$ cat config.mk
export PLATFORM = sky130hd
export DESIGN_NAME = radix_digit_converter_top
export DESIGN_NICKNAME = d
export VERILOG_FILES = /design/src/rtl/rdc_pkg.sv /design/src/rtl/radix_digit_converter_top.sv /design/src/rtl/rdc_datapath.sv /design/src/rtl/rdc_ctrl.sv
export SDC_FILE = /design/constraint.sdc
export NUM_CORES = 1
export LEC_CHECK = 0
export BUFFER_PORTS_ARGS = -buffer_cell sky130_fd_sc_hd__buf_2
export CORE_MARGIN = 3
export CORE_UTILIZATION = 48
export DETAILED_ROUTE_END_ITERATION = 7
export GPL_TIMING_DRIVEN = 0
export HOLD_SLACK_MARGIN = 0.1
export PLACE_DENSITY = 0.68
export SLEW_MARGIN = 0
export SYNTH_ARGS = -nofsm -noshare
export SYNTH_HDL_FRONTEND = slang
export SYNTH_SLANG_ARGS = --single-unit
export TNS_END_PERCENT = 5
$ cat constraint.sdc
create_clock -name clk -period 18.85 [get_ports clk]
set_input_delay 1.885 -clock clk [delete_from_list [all_inputs] [get_ports clk]]
set_output_delay 1.885 -clock clk [all_outputs]
set_load 0.02 [all_outputs]
$ cat src/rtl/rdc_pkg.sv
// Shared constants, types and controller state encoding for the radix digit converter.
package rdc_pkg;

    // Field widths fixed by the interface
    localparam int FIELD_WIDTH       = 32;
    localparam int RADIX_W           = 5;
    localparam int DIGIT_W           = 4;

    // Default width of the converted value
    localparam int VALUE_WIDTH_DEF   = 32;

    // Digit store geometry
    localparam int STORE_DEPTH       = 32;
    localparam int IDX_W             = $clog2(STORE_DEPTH);

    // Dividend bits consumed per divide cycle
    localparam int STEP_BITS         = 8;

    // Legal radix range and reset value
    localparam logic [RADIX_W-1:0] RADIX_MIN   = 5'd2;
    localparam logic [RADIX_W-1:0] RADIX_MAX   = 5'd16;
    localparam logic [RADIX_W-1:0] RADIX_RESET = 5'd10;

    // Controller states
    typedef enum logic [1:0] {
        ST_IDLE,
        ST_DIVIDE,
        ST_READ,
        ST_SHOW
    } state_t;

    // Commands from controller to datapath
    typedef struct packed {
        logic load;
        logic step;
        logic rd_first;
        logic rd_next;
    } dp_cmd_t;

    // Status from datapath to controller
    typedef struct packed {
        logic value_zero;
        logic chunk_last;
        logic quot_zero;
        logic rd_last;
    } dp_stat_t;

endpackage

$ cat src/rtl/radix_digit_converter_top.sv
// Top level of the radix digit converter: controller plus datapath.
//
//  channel   | handshake                  | payload
//  ----------+----------------------------+------------------------------
//  value in  | value_valid / value_stall  | whole_value[31:0]
//  digit out | digit_valid / digit_stall  | digit[3:0], last_digit
//  radix cfg | radix_wr_en                | radix_wr_data[4:0]
//
// Each digit passes the VW-bit value through the 8-bit-per-cycle remainder chain,
// VW = min(VALUE_WIDTH, 32); a zero value is taken and gives no word.
// Reset clears control and sets radix to 10; the digit store is not cleared.
// value_stall is high from acceptance until the last digit word is taken;
// digit_stall holds the current word in place.
module radix_digit_converter_top #(
    parameter int VALUE_WIDTH = rdc_pkg::VALUE_WIDTH_DEF
) (
    input  logic                              clk,
    input  logic                              rst_n,
    input  logic                              radix_wr_en,
    input  logic [rdc_pkg::RADIX_W-1:0]       radix_wr_data,
    input  logic                              value_valid,
    output logic                              value_stall,
    input  logic [rdc_pkg::FIELD_WIDTH-1:0]   whole_value,
    output logic                              digit_valid,
    input  logic                              digit_stall,
    output logic [rdc_pkg::DIGIT_W-1:0]       digit,
    output logic                              last_digit
);
    import rdc_pkg::*;

    dp_cmd_t  cmd;
    dp_stat_t stat;

    // Sequencer
    rdc_ctrl u_ctrl (
        .clk         (clk),
        .rst_n       (rst_n),
        .value_valid (value_valid),
        .value_stall (value_stall),
        .digit_valid (digit_valid),
        .digit_stall (digit_stall),
        .cmd         (cmd),
        .stat        (stat)
    );

    // Divider and digit store
    rdc_datapath #(
        .VALUE_WIDTH (VALUE_WIDTH)
    ) u_datapath (
        .clk           (clk),
        .rst_n         (rst_n),
        .radix_wr_en   (radix_wr_en),
        .radix_wr_data (radix_wr_data),
        .whole_value   (whole_value),
        .cmd           (cmd),
        .stat          (stat),
        .digit         (digit),
        .last_digit    (last_digit)
    );

endmodule

$ cat src/rtl/rdc_datapath.sv
// Datapath: radix register, chunked long divider, digit store and output read.
module rdc_datapath #(
    parameter int VALUE_WIDTH = rdc_pkg::VALUE_WIDTH_DEF
) (
    input  logic                          clk,
    input  logic                          rst_n,
    input  logic                          radix_wr_en,
    input  logic [rdc_pkg::RADIX_W-1:0]   radix_wr_data,
    input  logic [rdc_pkg::FIELD_WIDTH-1:0] whole_value,
    input  rdc_pkg::dp_cmd_t              cmd,
    output rdc_pkg::dp_stat_t             stat,
    output logic [rdc_pkg::DIGIT_W-1:0]   digit,
    output logic                          last_digit
);
    import rdc_pkg::*;

    // Effective value width is capped by the input field
    localparam int VW     = (VALUE_WIDTH < FIELD_WIDTH) ? VALUE_WIDTH : FIELD_WIDTH;
    localparam int CHUNKS = (VW + STEP_BITS - 1) / STEP_BITS;
    localparam int PW     = CHUNKS * STEP_BITS;
    localparam int CNT_W  = (CHUNKS > 1) ? $clog2(CHUNKS) : 1;

    logic [RADIX_W-1:0]  radix_reg;
    logic [PW-1:0]       val_reg;
    logic [PW-1:0]       val_next;
    logic [DIGIT_W-1:0]  rem_reg;
    logic [DIGIT_W-1:0]  rem_next;
    logic [CNT_W-1:0]    chunk_reg;
    logic [IDX_W-1:0]    wr_idx_reg;
    logic [IDX_W-1:0]    rd_idx_reg;
    logic [IDX_W-1:0]    rd_addr;
    logic [DIGIT_W-1:0]  rd_data_reg;
    logic [STEP_BITS-1:0] qbits;
    logic                chunk_last;
    logic                digit_done;
    logic [DIGIT_W-1:0]  store_mem [STORE_DEPTH];

    // Accept legal radix writes, drop the rest
    always_ff @(posedge clk or negedge rst_n)
    begin
        if (!rst_n)
        begin
            radix_reg <= RADIX_RESET;
        end
        else if (radix_wr_en && radix_wr_data >= RADIX_MIN && radix_wr_data <= RADIX_MAX)
        begin
            radix_reg <= radix_wr_data;
        end
    end

    // One chunk of restoring long division, one dividend bit per step
    always_comb
    begin
        logic [DIGIT_W:0] t;
        logic [DIGIT_W-1:0] r;
        r = rem_reg;
        qbits = '0;
        for (int i = 0; i < STEP_BITS; i++)
        begin
            t = {r, val_reg[PW-1-i]};
            if (t >= radix_reg)
            begin
                t = t - radix_reg;
                qbits[STEP_BITS-1-i] = 1'b1;
            end
            r = t[DIGIT_W-1:0];
        end
        rem_next = r;
        val_next = (val_reg << STEP_BITS) | PW'(qbits);
    end

    assign chunk_last = (chunk_reg == CNT_W'(CHUNKS - 1));
    assign digit_done = cmd.step && chunk_last;

    // Advance the divider; clear remainder at the start of each digit
    always_ff @(posedge clk or negedge rst_n)
    begin
        if (!rst_n)
        begin
            rem_reg    <= '0;
            chunk_reg  <= '0;
            wr_idx_reg <= '0;
            rd_idx_reg <= '0;
        end
        else if (cmd.load)
        begin
            rem_reg    <= '0;
            chunk_reg  <= '0;
            wr_idx_reg <= '0;
        end
        else if (cmd.step)
        begin
            if (chunk_last)
            begin
                rem_reg    <= '0;
                chunk_reg  <= '0;
                wr_idx_reg <= wr_idx_reg + 1'b1;
                rd_idx_reg <= wr_idx_reg;
            end
            else
            begin
                rem_reg   <= rem_next;
                chunk_reg <= chunk_reg + 1'b1;
            end
        end
        else if (cmd.rd_next)
        begin
            rd_idx_reg <= rd_addr;
        end
    end

    // Dividend register, refilled with quotient bits as it shifts
    always_ff @(posedge clk)
    begin
        if (cmd.load)
        begin
            val_reg <= PW'(whole_value[VW-1:0]);
        end
        else if (cmd.step)
        begin
            val_reg <= val_next;
        end
    end

    // Digit store: write the finished remainder, registered read
    assign rd_addr = cmd.rd_next ? (rd_idx_reg - 1'b1) : rd_idx_reg;

    always_ff @(posedge clk)
    begin
        if (digit_done)
        begin
            store_mem[wr_idx_reg] <= rem_next;
        end
    end

    always_ff @(posedge clk)
    begin
        if (cmd.rd_first || cmd.rd_next)
        begin
            rd_data_reg <= store_mem[rd_addr];
        end
    end

    // Status and output word
    assign stat.value_zero = (whole_value[VW-1:0] == '0);
    assign stat.chunk_last = chunk_last;
    assign stat.quot_zero  = (val_next == '0);
    assign stat.rd_last    = (rd_idx_reg == '0);

    assign digit      = rd_data_reg;
    assign last_digit = (rd_idx_reg == '0);

`ifndef ASSERT_OFF
    // Remainder always stays below the radix
    a_rem_below_radix: assert property (@(posedge clk) disable iff (!rst_n)
        rem_reg < radix_reg)
        else $error("remainder not below radix");

    // Radix register never leaves the legal range
    a_radix_legal: assert property (@(posedge clk) disable iff (!rst_n)
        radix_reg >= RADIX_MIN && radix_reg <= RADIX_MAX)
        else $error("radix register out of range");

    // A finished digit leaves the remainder cleared
    a_rem_cleared: assert property (@(posedge clk) disable iff (!rst_n)
        digit_done |=> rem_reg == '0)
        else $error("remainder not cleared after digit");
`endif

endmodule

$ cat src/rtl/rdc_ctrl.sv
// Controller: sequences load, divide, store readback and digit handoff.
module rdc_ctrl (
    input  logic              clk,
    input  logic              rst_n,
    input  logic              value_valid,
    output logic              value_stall,
    output logic              digit_valid,
    input  logic              digit_stall,
    output rdc_pkg::dp_cmd_t  cmd,
    input  rdc_pkg::dp_stat_t stat
);
    import rdc_pkg::*;

    state_t state_reg;
    state_t state_next;

    // State register
    always_ff @(posedge clk or negedge rst_n)
    begin
        if (!rst_n)
        begin
            state_reg <= ST_IDLE;
        end
        else
        begin
            state_reg <= state_next;
        end
    end

    // Next state
    always_comb
    begin
        state_next = state_reg;
        unique case (state_reg)
            ST_IDLE:
            begin
                if (value_valid && !stat.value_zero)
                begin
                    state_next = ST_DIVIDE;
                end
            end
            ST_DIVIDE:
            begin
                if (stat.chunk_last && stat.quot_zero)
                begin
                    state_next = ST_READ;
                end
            end
            ST_READ:
            begin
                state_next = ST_SHOW;
            end
            ST_SHOW:
            begin
                if (!digit_stall && stat.rd_last)
                begin
                    state_next = ST_IDLE;
                end
            end
            default:
            begin
                state_next = ST_IDLE;
            end
        endcase
    end

    // Outputs and datapath commands
    always_comb
    begin
        cmd         = '0;
        value_stall = 1'b1;
        digit_valid = 1'b0;
        unique case (state_reg)
            ST_IDLE:
            begin
                value_stall = 1'b0;
                cmd.load    = value_valid;
            end
            ST_DIVIDE:
            begin
                cmd.step = 1'b1;
            end
            ST_READ:
            begin
                cmd.rd_first = 1'b1;
            end
            ST_SHOW:
            begin
                digit_valid = 1'b1;
                cmd.rd_next = !digit_stall && !stat.rd_last;
            end
            default:
            begin
                cmd = '0;
            end
        endcase
    end

`ifndef ASSERT_OFF
    // Input is held off while a digit is offered
    a_busy_while_showing: assert property (@(posedge clk) disable iff (!rst_n)
        digit_valid |-> value_stall)
        else $error("input taken while digit pending");

    // Taking the last digit ends the run
    a_last_ends_run: assert property (@(posedge clk) disable iff (!rst_n)
        (digit_valid && !digit_stall && stat.rd_last) |=> !digit_valid)
        else $error("digit offered after last digit");

    // A run of digits starts only after a store read
    a_show_after_read: assert property (@(posedge clk) disable iff (!rst_n)
        $rose(digit_valid) |-> $past(state_reg) == ST_READ)
        else $error("digit offered without store read");
`endif

endmodule

# After elaboration in Yosys (flattened, before gate mapping)
# Memory sizes are Yosys's and may differ from the RTL's. A register that Yosys moved wholly into a read port is not among the register bits.
# Cells that the tools add are included.
# W data, S select, Z words.
dict set report word_totals {
  register_bits 55
  ramBits 128
  inputBits 42
  out_inout_bits 7
  elab_cells 103
  mem_count 1
}
dict set report op_classes {
  n_addsub 11
  magnitude_cmp 10
  eq_ne 8
  n_mux 43
  bitwise_logic 2
  reduce_logical 21
}
# name depth word_bits rd rd_ports_with_merged_regs wr line_no
set mem_list {}
lappend mem_list {u_datapath.store_mem 32 4 1 1 1 rdc_datapath.sv:36} ;# logic [DIGIT_W-1:0] store_mem [STORE_DEPTH];
# operator count
set ops {}
lappend ops {{$logic_not A32 Y1} 2}
lappend ops {{$mux W32} 2}
lappend ops {{$mux W4} 11}
lappend ops {{$ge A5 B5 Y1} 8}
lappend ops {{$mux W5} 7}
lappend ops {{$or A32 B8 Y32} 1}
lappend ops {{$sub A4 B4 Y4} 8}
lappend ops {{$mux W1} 16}
lappend ops {{$mux W2} 6}
lappend ops {{$pmux W2 S4} 1}
lappend ops {{$logic_and A1 B1 Y1} 7}
lappend ops {{$eq A2 B2 Y1 const B} 3}
lappend ops {{$ne A2 B1 Y1 const B} 3}
lappend ops {{$reduce_and A3 Y1} 2}
lappend ops {{$reduce_bool A2 Y1} 3}
lappend ops {{$add A5 B1 Y5 const B} 1}
lappend ops {{$ge A5 B2 Y1 const B} 1}
lappend ops {{$le A5 B5 Y1 const B} 1}
lappend ops {{$logic_not A5 Y1} 1}
lappend ops {{$sub A5 B1 Y5 const B} 1}
lappend ops {{$logic_not A1 Y1} 3}
lappend ops {{$add A2 B1 Y2 const B} 1}
lappend ops {{$eq A2 B1 Y1 const B} 1}
lappend ops {{$logic_not A2 Y1} 1}
lappend ops {{4 further kinds} 4}

# Logic depth before layout (Yosys ltp)
# Gate-level depths: netlist (run 1).
dict set report depth {
  word_depth 21
  depth_mapped 52
  mapped_depth_nobuf 48
}

# Modules after synthesis
# From an unflattened synthesis (run 1), not the netlist that was laid out.
dict set report hier_totals {
  cells_unflattened 710
  area_unflattened_um2 9799.4
}
# module n_inst cells_each area_per_inst_um2 seq_area_each_um2
set modules_own_cells {}
lappend modules_own_cells {rdc_datapath 1 691 9610.5 5452.7}
lappend modules_own_cells {rdc_ctrl 1 19 188.9 50.0}

# Worst setup path after synthesis (run 1)
# No wires, ideal clock.
dict set report synth_timing {
  kind {reg-to-reg}
  start {register u_datapath.radix_reg[1]}
  end {memory u_datapath.store_mem[0][0], data pin}
  setup_time_ps 392
  t_arrival_ps 11799
  required_time_ps 18458
  slack_ps 6658
  stages_incl_launch_ff 46
  n_path_buf 4
  period_less_slack_ps 12192
  cell_sequence {dfstp_2 -> inv_1 -> ha_1 -> a21o_1 -> a21oi_1 -> o21ai_1 -> mux2_2 -> ha_1 -> a21oi_1 -> o21ai_1 -> mux2_2 -> ha_1 -> nand2_1 -> o21ai_1 -> nor2_1 -> a211o_1 -> ha_1 -> nand2_1 -> (+10 left out) -> ha_1 -> nor2b_1 -> o21a_1 -> o21ai_0 -> a21o_1 -> clkbuf_1 -> mux2i_1 -> ha_1 -> a21o_1 -> a21oi_1 -> o21ai_0 -> clkbuf_1 -> mux2_2 -> ha_1 -> nand2_1 -> o21ai_0 -> clkbuf_1 -> mux2i_1}
}
dict set report synth_between {
  elab_chain_cells 16
  elab_cells_between_ends 23
  cone_classes {add/sub: 7; order compare: 8; mux: 8}
}
# element line_no
set synth_rtl {}
lappend synth_rtl {{start, declared} rdc_datapath.sv:23} ;# logic [RADIX_W-1:0] radix_reg;
lappend synth_rtl {{start signal, assigned} rdc_datapath.sv:47} ;# radix_reg <= radix_wr_data;
lappend synth_rtl {{$sub A4 B4 Y4 / $ge A5 B5 Y1 (equally long branches)} {rdc_datapath.sv:63, rdc_datapath.sv:61}}
lappend synth_rtl {{$mux W4} rdc_datapath.sv:61} ;# if (t >= radix_reg)
lappend synth_rtl {{$sub A4 B4 Y4 / $ge A5 B5 Y1 (equally long branches)} {rdc_datapath.sv:63, rdc_datapath.sv:61}}
lappend synth_rtl {{$mux W4} rdc_datapath.sv:61}
lappend synth_rtl {{$sub A4 B4 Y4 / $ge A5 B5 Y1 (equally long branches)} {rdc_datapath.sv:63, rdc_datapath.sv:61}}
lappend synth_rtl {{$mux W4} rdc_datapath.sv:61}
lappend synth_rtl {{$ge A5 B5 Y1 / $sub A4 B4 Y4 (equally long branches)} {rdc_datapath.sv:61, rdc_datapath.sv:63}}
lappend synth_rtl {{$mux W4} rdc_datapath.sv:61}
lappend synth_rtl {{$sub A4 B4 Y4 / $ge A5 B5 Y1 (equally long branches)} {rdc_datapath.sv:63, rdc_datapath.sv:61}}
lappend synth_rtl {{$mux W4} rdc_datapath.sv:61}
lappend synth_rtl {{$sub A4 B4 Y4 / $ge A5 B5 Y1 (equally long branches)} {rdc_datapath.sv:63, rdc_datapath.sv:61}}
lappend synth_rtl {{$mux W4} rdc_datapath.sv:61}
lappend synth_rtl {{$sub A4 B4 Y4 / $ge A5 B5 Y1 (equally long branches)} {rdc_datapath.sv:63, rdc_datapath.sv:61}}
lappend synth_rtl {{$mux W4} rdc_datapath.sv:61}
lappend synth_rtl {{$ge A5 B5 Y1 (*)} rdc_datapath.sv:61}
lappend synth_rtl {{$mux W4 (*)} rdc_datapath.sv:61}
lappend synth_rtl {{net u_datapath.rem_next[0]} rdc_datapath.sv:27} ;# logic [DIGIT_W-1:0] rem_next;
lappend synth_rtl {{end, declared} rdc_datapath.sv:36}
# The timed path passes the listed nets; every way through them passes the cells marked *.

# Worst setup path after layout (run 1)
dict set report layout_timing {
  start {register u_datapath.radix_reg[1]}
  end {memory u_datapath.store_mem[10][3], data pin}
}
dict set report layout_between {
  elab_chain_cells 16
  elab_cells_between_ends 24
  cone_classes {add/sub: 8; order compare: 8; mux: 8}
}
# element line_no
set layout_rtl {}
lappend layout_rtl {{$sub A4 B4 Y4 / $ge A5 B5 Y1 (equally long branches)} {rdc_datapath.sv:63, rdc_datapath.sv:61}}
lappend layout_rtl {{$mux W4} rdc_datapath.sv:61}
lappend layout_rtl {{$sub A4 B4 Y4 / $ge A5 B5 Y1 (equally long branches)} {rdc_datapath.sv:63, rdc_datapath.sv:61}}
lappend layout_rtl {{$mux W4} rdc_datapath.sv:61}
lappend layout_rtl {{$sub A4 B4 Y4 / $ge A5 B5 Y1 (equally long branches)} {rdc_datapath.sv:63, rdc_datapath.sv:61}}
lappend layout_rtl {{$mux W4} rdc_datapath.sv:61}
lappend layout_rtl {{$ge A5 B5 Y1 / $sub A4 B4 Y4 (equally long branches)} {rdc_datapath.sv:61, rdc_datapath.sv:63}}
lappend layout_rtl {{$mux W4} rdc_datapath.sv:61}
lappend layout_rtl {{$sub A4 B4 Y4 / $ge A5 B5 Y1 (equally long branches)} {rdc_datapath.sv:63, rdc_datapath.sv:61}}
lappend layout_rtl {{$mux W4} rdc_datapath.sv:61}
lappend layout_rtl {{$sub A4 B4 Y4 / $ge A5 B5 Y1 (equally long branches)} {rdc_datapath.sv:63, rdc_datapath.sv:61}}
lappend layout_rtl {{$mux W4} rdc_datapath.sv:61}
lappend layout_rtl {{$ge A5 B5 Y1 / $sub A4 B4 Y4 (equally long branches)} {rdc_datapath.sv:61, rdc_datapath.sv:63}}
lappend layout_rtl {{$mux W4} rdc_datapath.sv:61}
lappend layout_rtl {{$sub A4 B4 Y4 / $ge A5 B5 Y1 (equally long branches)} {rdc_datapath.sv:63, rdc_datapath.sv:61}}
lappend layout_rtl {{$mux W4 (*)} rdc_datapath.sv:61}
lappend layout_rtl {{net u_datapath.rem_next[3]} rdc_datapath.sv:27}
# Marks and branches as above.

==> results of run 1 <==
## placed cells by master, fill, tap and decap left out, types with 4 or more instances in the layout
master / count
inv_6: 6
buf_1: 4
ha_1: 51
or3_1: 6
o31ai_1: 6
inv_1: 39
nor2b_1: 14
buf_2: 64
a211oi_1: 16
nand3_1: 16
xnor2_1: 15
fa_1: 8
o21ai_0: 20
o21ai_1: 4
and2_1: 5
mux2i_1: 81
inv_8: 4
nand2b_1: 8
nor2_1: 89
nor3_1: 7
o21a_1: 5
xor2_1: 5
a32oi_1: 4
mux4_2: 28
dfrtp_1: 21
clkbuf_16: 17
nor4_1: 13
nand2_1: 148
a21o_1: 18
edfxtp_1: 164
nand4_1: 12
a21oi_1: 43
a211o_1: 4
mux2_2: 15
clkbuf_1: 22
## cells by family (layout without fill, tap and decap cells)
family | count (synthesis) | count (layout) | synth area share [%]
DFF | 187 | 187 | 49.84
xor gates and xnor gates | 20 | 20 | 1.587
AOI/OAI and AO/OA | 154 | 154 | 9.372
and+or+nand+nor | 340 | 340 | 13.91
muxes | 125 | 125 | 14.68
buffers and inverters | 87 | 168 | 3.388
adders and majority gates | 59 | 59 | 7.230
## stage by stage
step	area, um^2	setup WS, ns	util [%]
detailed placement	11670	4.028	52.50
CTS	12270	3.985	55.18
global placement	11630	2.983	52.32
global route	12270	2.685	55.20
floorplan	11040	6.658	-
finish	12270	4.083	55.20
## layout make-up
cell class	count	area (um^2)	area share [%]
Inverter	41	158.9	1.295
Clock inverter	15	170.2	1.387
Clock buffer	17	425.4	3.467
Timing Repair Buffer	49	267.8	2.182
Sequential cell	187	5503	44.85
Multi-Input combinational cell	698	5179	42.21
Buffer	46	215.2	1.754
Tap cell	280	350.3	2.855
## worst max-delay path by stage
stage,from,to,slack [ns],depth (start not counted)
floorplan,u_datapath.radix_reg[1],u_datapath.store_mem[0][0],6.66,45
global placement,u_datapath.radix_reg[1],u_datapath.store_mem[31][0],2.98,45
detailed placement,u_datapath.radix_reg[1],u_datapath.store_mem[29][3],4.03,46
CTS,u_datapath.radix_reg[1],u_datapath.store_mem[10][3],3.99,45
global route,u_datapath.radix_reg[1],u_datapath.store_mem[10][3],2.68,46
finish,u_datapath.radix_reg[1],u_datapath.store_mem[10][3],4.08,47
## layer usage
metal	global-route usage (%)	vias to the layer above	routed length, um
li1	-	3747	-
met1	34.02	3895	12360
met2	35.58	382	12660
met3	5.249	42	2510
met4	5.248	0	463
met5	0	-	0
## worst max-delay path: cells and delay by family (launching register included)
| kind | cells | cell delay [ns] |
|---|---|---|
| buf+inv | 6 | 1.80 |
| simple gates | 4 | 0.57 |
| compound gates | 23 | 6.42 |
| mux | 6 | 2.36 |
| fa+ha+maj | 8 | 2.46 |
| flops | 1 | 0.76 |
==> out/results.tsv, run 1 <==
metric	value	unit
drt total wl	28000	um
Critical R2R Capture	u_datapath.store_mem[10][3]	
Crit. End Element	flip-flop	
most frequent cell after synthesis	edfxtp_1	
number of port buffers	48	
Min-Delay Endpoint	u_datapath.radix_reg[2]	
crit-path max FO	33	
worst path arrival time	14.83	ns
register area share after synthesis	49.84	%
fraction of registers with async set/reset	12.30	%
Rows	54	
nets	1141	
Area contributors post-synth	edfxtp_1 (45%), mux2i_1 (7.4%), ha_1 (5.8%)	
status	finished clean	
Syn Nets	1073	
r2r setup slk	4.08	ns
fillers	1860	
synth warn	0	
max-slew violation count	0	
Vias	8066	
Initial Util	49.67	%
CTS tree	yes	
Global Route Usage Sum	23.21	%
Worst Clk Skew	0.01002	ns
grt ovf	0	
Ports	49	
vias per cell	6.051	
CP Launch Type	flip-flop	
minimum clock period	14.77	ns
DPL Wire Length	20780	um
maxcap violations	0	
final setup vio count	0	
Largest register FFs	128	
vias in the first global route	7702	
H-tree lvl count	4	
DRC viols	0	
largest net degree at the start of global routing	34	
largest incremental delay on the critical path	0.89	ns
CP required	18.92	ns
worst slew pin tran	1.187	ns
HP Class	reg -> reg	
antenna cell count	0	
cells on worst reg2reg path	47	
post-CTS sizing	0	
share of layout cells above drive strength 1	15.19	%
clk_lat worst skew	0.43	ns
hold_ws	0.5213	ns
Clock Tree Buf Depth	2	
Hold Path Origin	u_datapath.radix_reg[2]	
CTS buffer count	17	
hold_buf cts	0	
Synth top area share	44.61	%
DR pass1 iterations	6	
number of flops mapped to enable cells by yosys	164	
Fmax	0.06772	GHz
root buffer cell	clkbuf_16	
Worst-path clk slew	0.07	ns
clock sink count	187	
Mapped Avg Cell Area	11.36	um^2
Die H	157.7	um
Routed wire per std cell	21.01	um
Max-slew headroom	20.85	%
synthesized instance count	972	
CP max stage cell	a211o_1	
main flop type after synthesis	edfxtp_1	
Setup TNS	0	ns
Synth area leader	edfxtp_1	
Core Area	0.02223	mm^2
fin cells	1333	
synth unique cells	69	
CP dominant cell by count	ha_1	
RSZ-0062 raised after global routing	no	
initial antenna violation count	0	
DR iter-0 viols	882	
gpl congestion	0.9433	
area growth from synthesis to layout	11.13	%
cell area after synthesis	0.01104	mm^2
dpl cells	1301	
Setup Buffers After CTS	0	
global-route wire length before repair	43680	um
period utilisation layout	78.34	%
Seq cells post-synth	187	
full die area	0.02486	mm^2
final hold violations	0	
Min-Delay Path Depth	1	
Die W	157.7	um
Antenna Nets Post-Route	0	
kind of critical path	reg -> reg	
worst r2r src	u_datapath.radix_reg[1]	
commonest cells in the netlist	edfxtp_1 (164), nand2_1 (149), nor2_1 (89)	
Power of run 1 is not shown: default switching activity piles up to over one toggle a cycle in this logic, so the estimate is an artifact.
==> run 2, diff against run 1 <==
==> constraint.sdc (replaced) <==
create_clock -name clk -period 14.4 [get_ports clk]
set_input_delay 1.44 -clock clk [delete_from_list [all_inputs] [get_ports clk]]
set_output_delay 1.44 -clock clk [all_outputs]
set_load 0.02 [all_outputs]
==> out/results.tsv, run 2 (same netlist as run 1, synthesis figures left out) <==
metric	value	unit
Ports	49	
Max-slew headroom	25.26	%
leading cell type in the layout, fill and taps excluded	edfxtp_1	
Routed wire per std cell	21.12	um
most frequent cells in the layout	edfxtp_1 (164), nand2_1 (148), nor2_1 (89)	
grt ovf	0	
DR iter-0 viols	940	
CP Launch Type	flip-flop	
largest incremental delay on the critical path	0.76	ns
nets	1142	
Global Route Usage Sum	23.21	%
fillers	1859	
minimum clock period	13.22	ns
DPL Wire Length	20780	um
Crit. End Element	flip-flop	
status	finished clean	
worst slew pin tran	1.113	ns
clk_lat worst skew	0.44	ns
initial antenna violation count	0	
crit-path max FO	33	
RSZ-0062 raised after global routing	no	
hold_buf cts	0	
vias in the first global route	7696	
max-slew violation count	0	
Largest register FFs	128	
period utilisation layout	91.77	%
number of port buffers	48	
largest net degree at the start of global routing	34	
Worst-path clk slew	0.07	ns
vias per cell	6.066	
full die area	0.02486	mm^2
hold_ws	0.5195	ns
drt total wl	28180	um
Die W	157.7	um
CTS buffer count	17	
Die H	157.7	um
H-tree lvl count	4	
Worst Clk Skew	0.01247	ns
Initial Util	49.67	%
HP Class	reg -> reg	
final setup vio count	0	
CP max stage cell	dfstp_2	
root buffer cell	clkbuf_16	
DR pass1 iterations	7	
Core Area	0.02223	mm^2
Clock Tree Buf Depth	2	
CP required	14.73	ns
area growth from synthesis to layout	11.45	%
Fmax	0.07567	GHz
DRC viols	0	
CP dominant cell by count	ha_1	
kind of critical path	reg -> reg	
Reg area	0.005503	mm^2
maxcap violations	0	
final hold violations	0	
worst path arrival time	13.55	ns
Vias	8092	
CTS tree	yes	
Antenna Nets Post-Route	0	
Rows	54	
gpl congestion	0.9433	
global-route wire length before repair	43660	um
share of layout cells above drive strength 1	16.03	%
CP delay by family, top	compound AO/OA/AOI/OAI gates	
multi-input combinational cell area	0.005205	mm^2
clock sink count	187	
crit path buf inv count	7	
antenna cell count	0	
run 2: cell count changes in the layout (fill, tap and decap cells not counted), moves of 2 or more:
cell and change:
a211o_1 -2, o21ai_2 +3, o21ai_1 -3, a211o_2 +2
run 2: timing repair:
action	4_1_cts	5_1_grt
endpoints found under the setup margin	100	135
setup buffers	0	1
hold endpoints to repair	0	0
cloned	0	0
resized for setup	4	7
run 2: metrics by stage:
stage	instance area, um^2	utilization, %	TNS [ns]	setup WS (ns)	instances
after floorplan	11040	-	0	2.208	972
after global placement	11630	52.32	-50.89	-1.467	1300
after detailed placement	11670	52.50	-30.85	-0.4225	1301
after CTS	12270	55.22	0	0.1682	1333
after global routing	12300	55.35	0	0.06279	1334
final	12300	55.35	0	1.185	1334
run 2: worst register-to-register path: cells and delay by family (launching register included):
| family | cells | cell delay, ns |
|---|---|---|
| AOI/OAI and AO/OA | 21 | 5.08 |
| adders and majority gates | 8 | 2.35 |
| buffers and inverters | 7 | 1.75 |
| DFF | 1 | 0.76 |
| muxes | 7 | 2.84 |
| and+or+nand+nor | 4 | 0.33 |
run 2: area by class of cell:
type | count | share of cell area, %
timing repair buffer | 50 | 2.237
clock buffer | 17 | 3.457
multi-input combinational | 698 | 42.30
clock inverter | 15 | 1.383
buffer | 46 | 1.759
sequential | 187 | 44.72
tap | 280 | 2.847
inverter | 41 | 1.291
run 2: layer usage:
metal  track usage (%)  part of all wire, %  vias up
met4             5.248                  1.6        0
met2             35.52                   45      362
met1             34.05                   45     3932
li1                  -                    -     3753
met5                 0                    0        -
met3             5.249                  8.1       45
run 2: worst paths after layout:
path	end	slack [ns]	cells past startpoint	startpoint
min	u_datapath.radix_reg[2]	0.52	1	u_datapath.radix_reg[2]
max in group asynchronous	u_datapath.radix_reg[1]	13.07	1	rst_n
max	u_datapath.rem_reg[2]	1.18	47	u_datapath.radix_reg[1]
min reg2reg	u_datapath.radix_reg[2]	0.52	1	u_datapath.radix_reg[2]
max reg2reg	u_datapath.rem_reg[2]	1.18	47	u_datapath.radix_reg[1]
min in group asynchronous	u_datapath.radix_reg[2]	0.97	1	rst_n
Power of run 2 is left out for the same reason.
==> run 3, diff against run 2 <==
--- a/config.mk
+++ b/config.mk
@@ -5,8 +5,9 @@
 export SDC_FILE = /design/constraint.sdc
 export NUM_CORES = 1
 export LEC_CHECK = 0
+export ABC_AREA = 1
 export BUFFER_PORTS_ARGS = -buffer_cell sky130_fd_sc_hd__buf_2
-export CORE_MARGIN = 3
+export CORE_MARGIN = 4
 export CORE_UTILIZATION = 48
 export DETAILED_ROUTE_END_ITERATION = 7
 export GPL_TIMING_DRIVEN = 0
==> out/results.tsv, run 3 <==
metric	value	unit
status	finished clean	
synth unique cells	43	
grt ovf	0	
fraction of registers with async set/reset	12.30	%
antenna cell count	0	
synth warn	0	
Setup TNS	0	ns
kind of critical path	reg -> reg	
final core utilization	54.51	%
CP delay by family, top	simple AND/OR/NAND/NOR gates	
max-slew violation count	0	
worst setup margin	1.249	ns
Max-slew headroom	10.11	%
full die area	0.02453	mm^2
Synth top area share	46.45	%
minimum clock period	13.15	ns
initial antenna violation count	0	
Seq cells post-synth	187	
Worst-path clk slew	0.07	ns
DR pass1 iterations	5	
Syn Nets	1288	
commonest cells in the netlist	nand2_1 (258), inv_1 (226), nand3_1 (183)	
Crit. End Element	flip-flop	
clock sink count	187	
maxcap violations	0	
RSZ-0062 raised after global routing	no	
Routed wire per std cell	16.52	um
cell area after synthesis	0.01060	mm^2
largest net degree at the start of global routing	36	
CP required	14.44	ns
global-route wire length before repair	40670	um
area growth from synthesis to layout	11.87	%
share of layout cells above drive strength 1	10.63	%
DR iter-0 viols	608	
main flop type after synthesis	edfxtp_1	
crit path buf inv count	12	
Synth area leader	edfxtp_1	
Global Route Usage Sum	21.38	%
Mapped Avg Cell Area	8.931	um^2
Clock Tree Buf Depth	2	
Initial Util	48.73	%
Fmax	0.07604	GHz
most frequent cell after synthesis	nand2_1	
most frequent cells in the layout	nand2_1 (258), inv_1 (225), nand3_1 (183)	
Die W	156.6	um
root buffer cell	clkbuf_16	
DPL Wire Length	18450	um
Antenna Nets Post-Route	0	
register area share after synthesis	51.91	%
final hold violations	0	
gpl congestion	0.8908	
CP Launch Type	flip-flop	
HP Class	reg -> reg	
nets	1358	
Area contributors post-synth	edfxtp_1 (46%), nand2_1 (9.1%), nand3_1 (8.6%)	
Setup Buffers After CTS	0	
Largest register FFs	128	
Place WS	1.176	ns
largest incremental delay on the critical path	1.03	ns
final setup vio count	0	
drt total wl	25600	um
worst slew pin tran	1.348	ns
Rows	54	
vias in the first global route	7919	
leading cell type in the layout, fill and taps excluded	nand2_1	
CTS tree	yes	
worst path arrival time	13.19	ns
number of port buffers	48	
crit-path max FO	32	
dpl cells	1517	
number of flops mapped to enable cells by yosys	164	
Die H	156.6	um
fin cells	1550	
period utilisation layout	91.32	%
CTS buffer count	17	
post-CTS sizing	0	
hold_buf cts	0	
clk_lat worst skew	0.44	ns
vias per cell	5.223	
CP max stage cell	and2_1	
synthesized instance count	1187	
Vias	8095	
DRC viols	0	
Ports	49	
Core Area	0.02176	mm^2
H-tree lvl count	4	
Worst Clk Skew	0.01341	ns
run 3: path summary, 6_finish.rpt:
kind	start	to	slack, ns	depth (start not counted)
max	u_datapath.radix_reg[1]	u_datapath.store_mem[0][3]	1.25	62
min	u_datapath.rem_reg[3]	u_datapath.rem_reg[3]	0.51	2
max reg2reg	u_datapath.radix_reg[1]	u_datapath.store_mem[0][3]	1.25	62
min reg2reg	u_datapath.rem_reg[3]	u_datapath.rem_reg[3]	0.51	2
max in group asynchronous	rst_n	u_datapath.wr_idx_reg[4]	13.04	1
min in group asynchronous	rst_n	u_datapath.chunk_reg[0]	0.99	1
run 3: area by class of cell:
type	instances	area [um^2]
Clock buffer	17	425.4
Timing Repair Buffer	51	295.3
Fill cell	1987	9896
Clock inverter	15	171.4
Multi-Input combinational cell	739	4065
Tap cell	280	350.3
Inverter	230	865.8
Sequential cell	187	5503
Buffer	31	183.9
run 3: cells by family after synthesis:
family,share of synthesized area [%]
fa+ha+maj,7.530
buf+inv,9.902
flops,51.91
xor+xnor,1.570
compound gates,5.760
simple gates,23.33
run 3: metrics by stage:
stage               hold slack, ns  cell area, um^2
global placement            0.4796            11190
detailed placement          0.4892            11240
global route                0.5328            11860
floorplan                   0.4555            10600
finish                      0.5051            11860
CTS                         0.5060            11840
run 3: worst register-to-register path, delay by kind of cell, from the launching register on:
family                   cells  cell delay [ns]
AND/OR/NAND/NOR             34             6.26
buffers and inverters       12             2.06
AO/OA/AOI/OAI                8             1.26
flip-flops                   1             0.75
adder cells (fa/ha/maj)      8             2.39
run 3: metal layers:
layer	GRT usage (%)	wire length [um]
met1	28.35	10940
met3	2.821	1510
met4	6.157	513
met5	0	0
met2	36.96	12630
Power of run 3 is left out for the same reason.
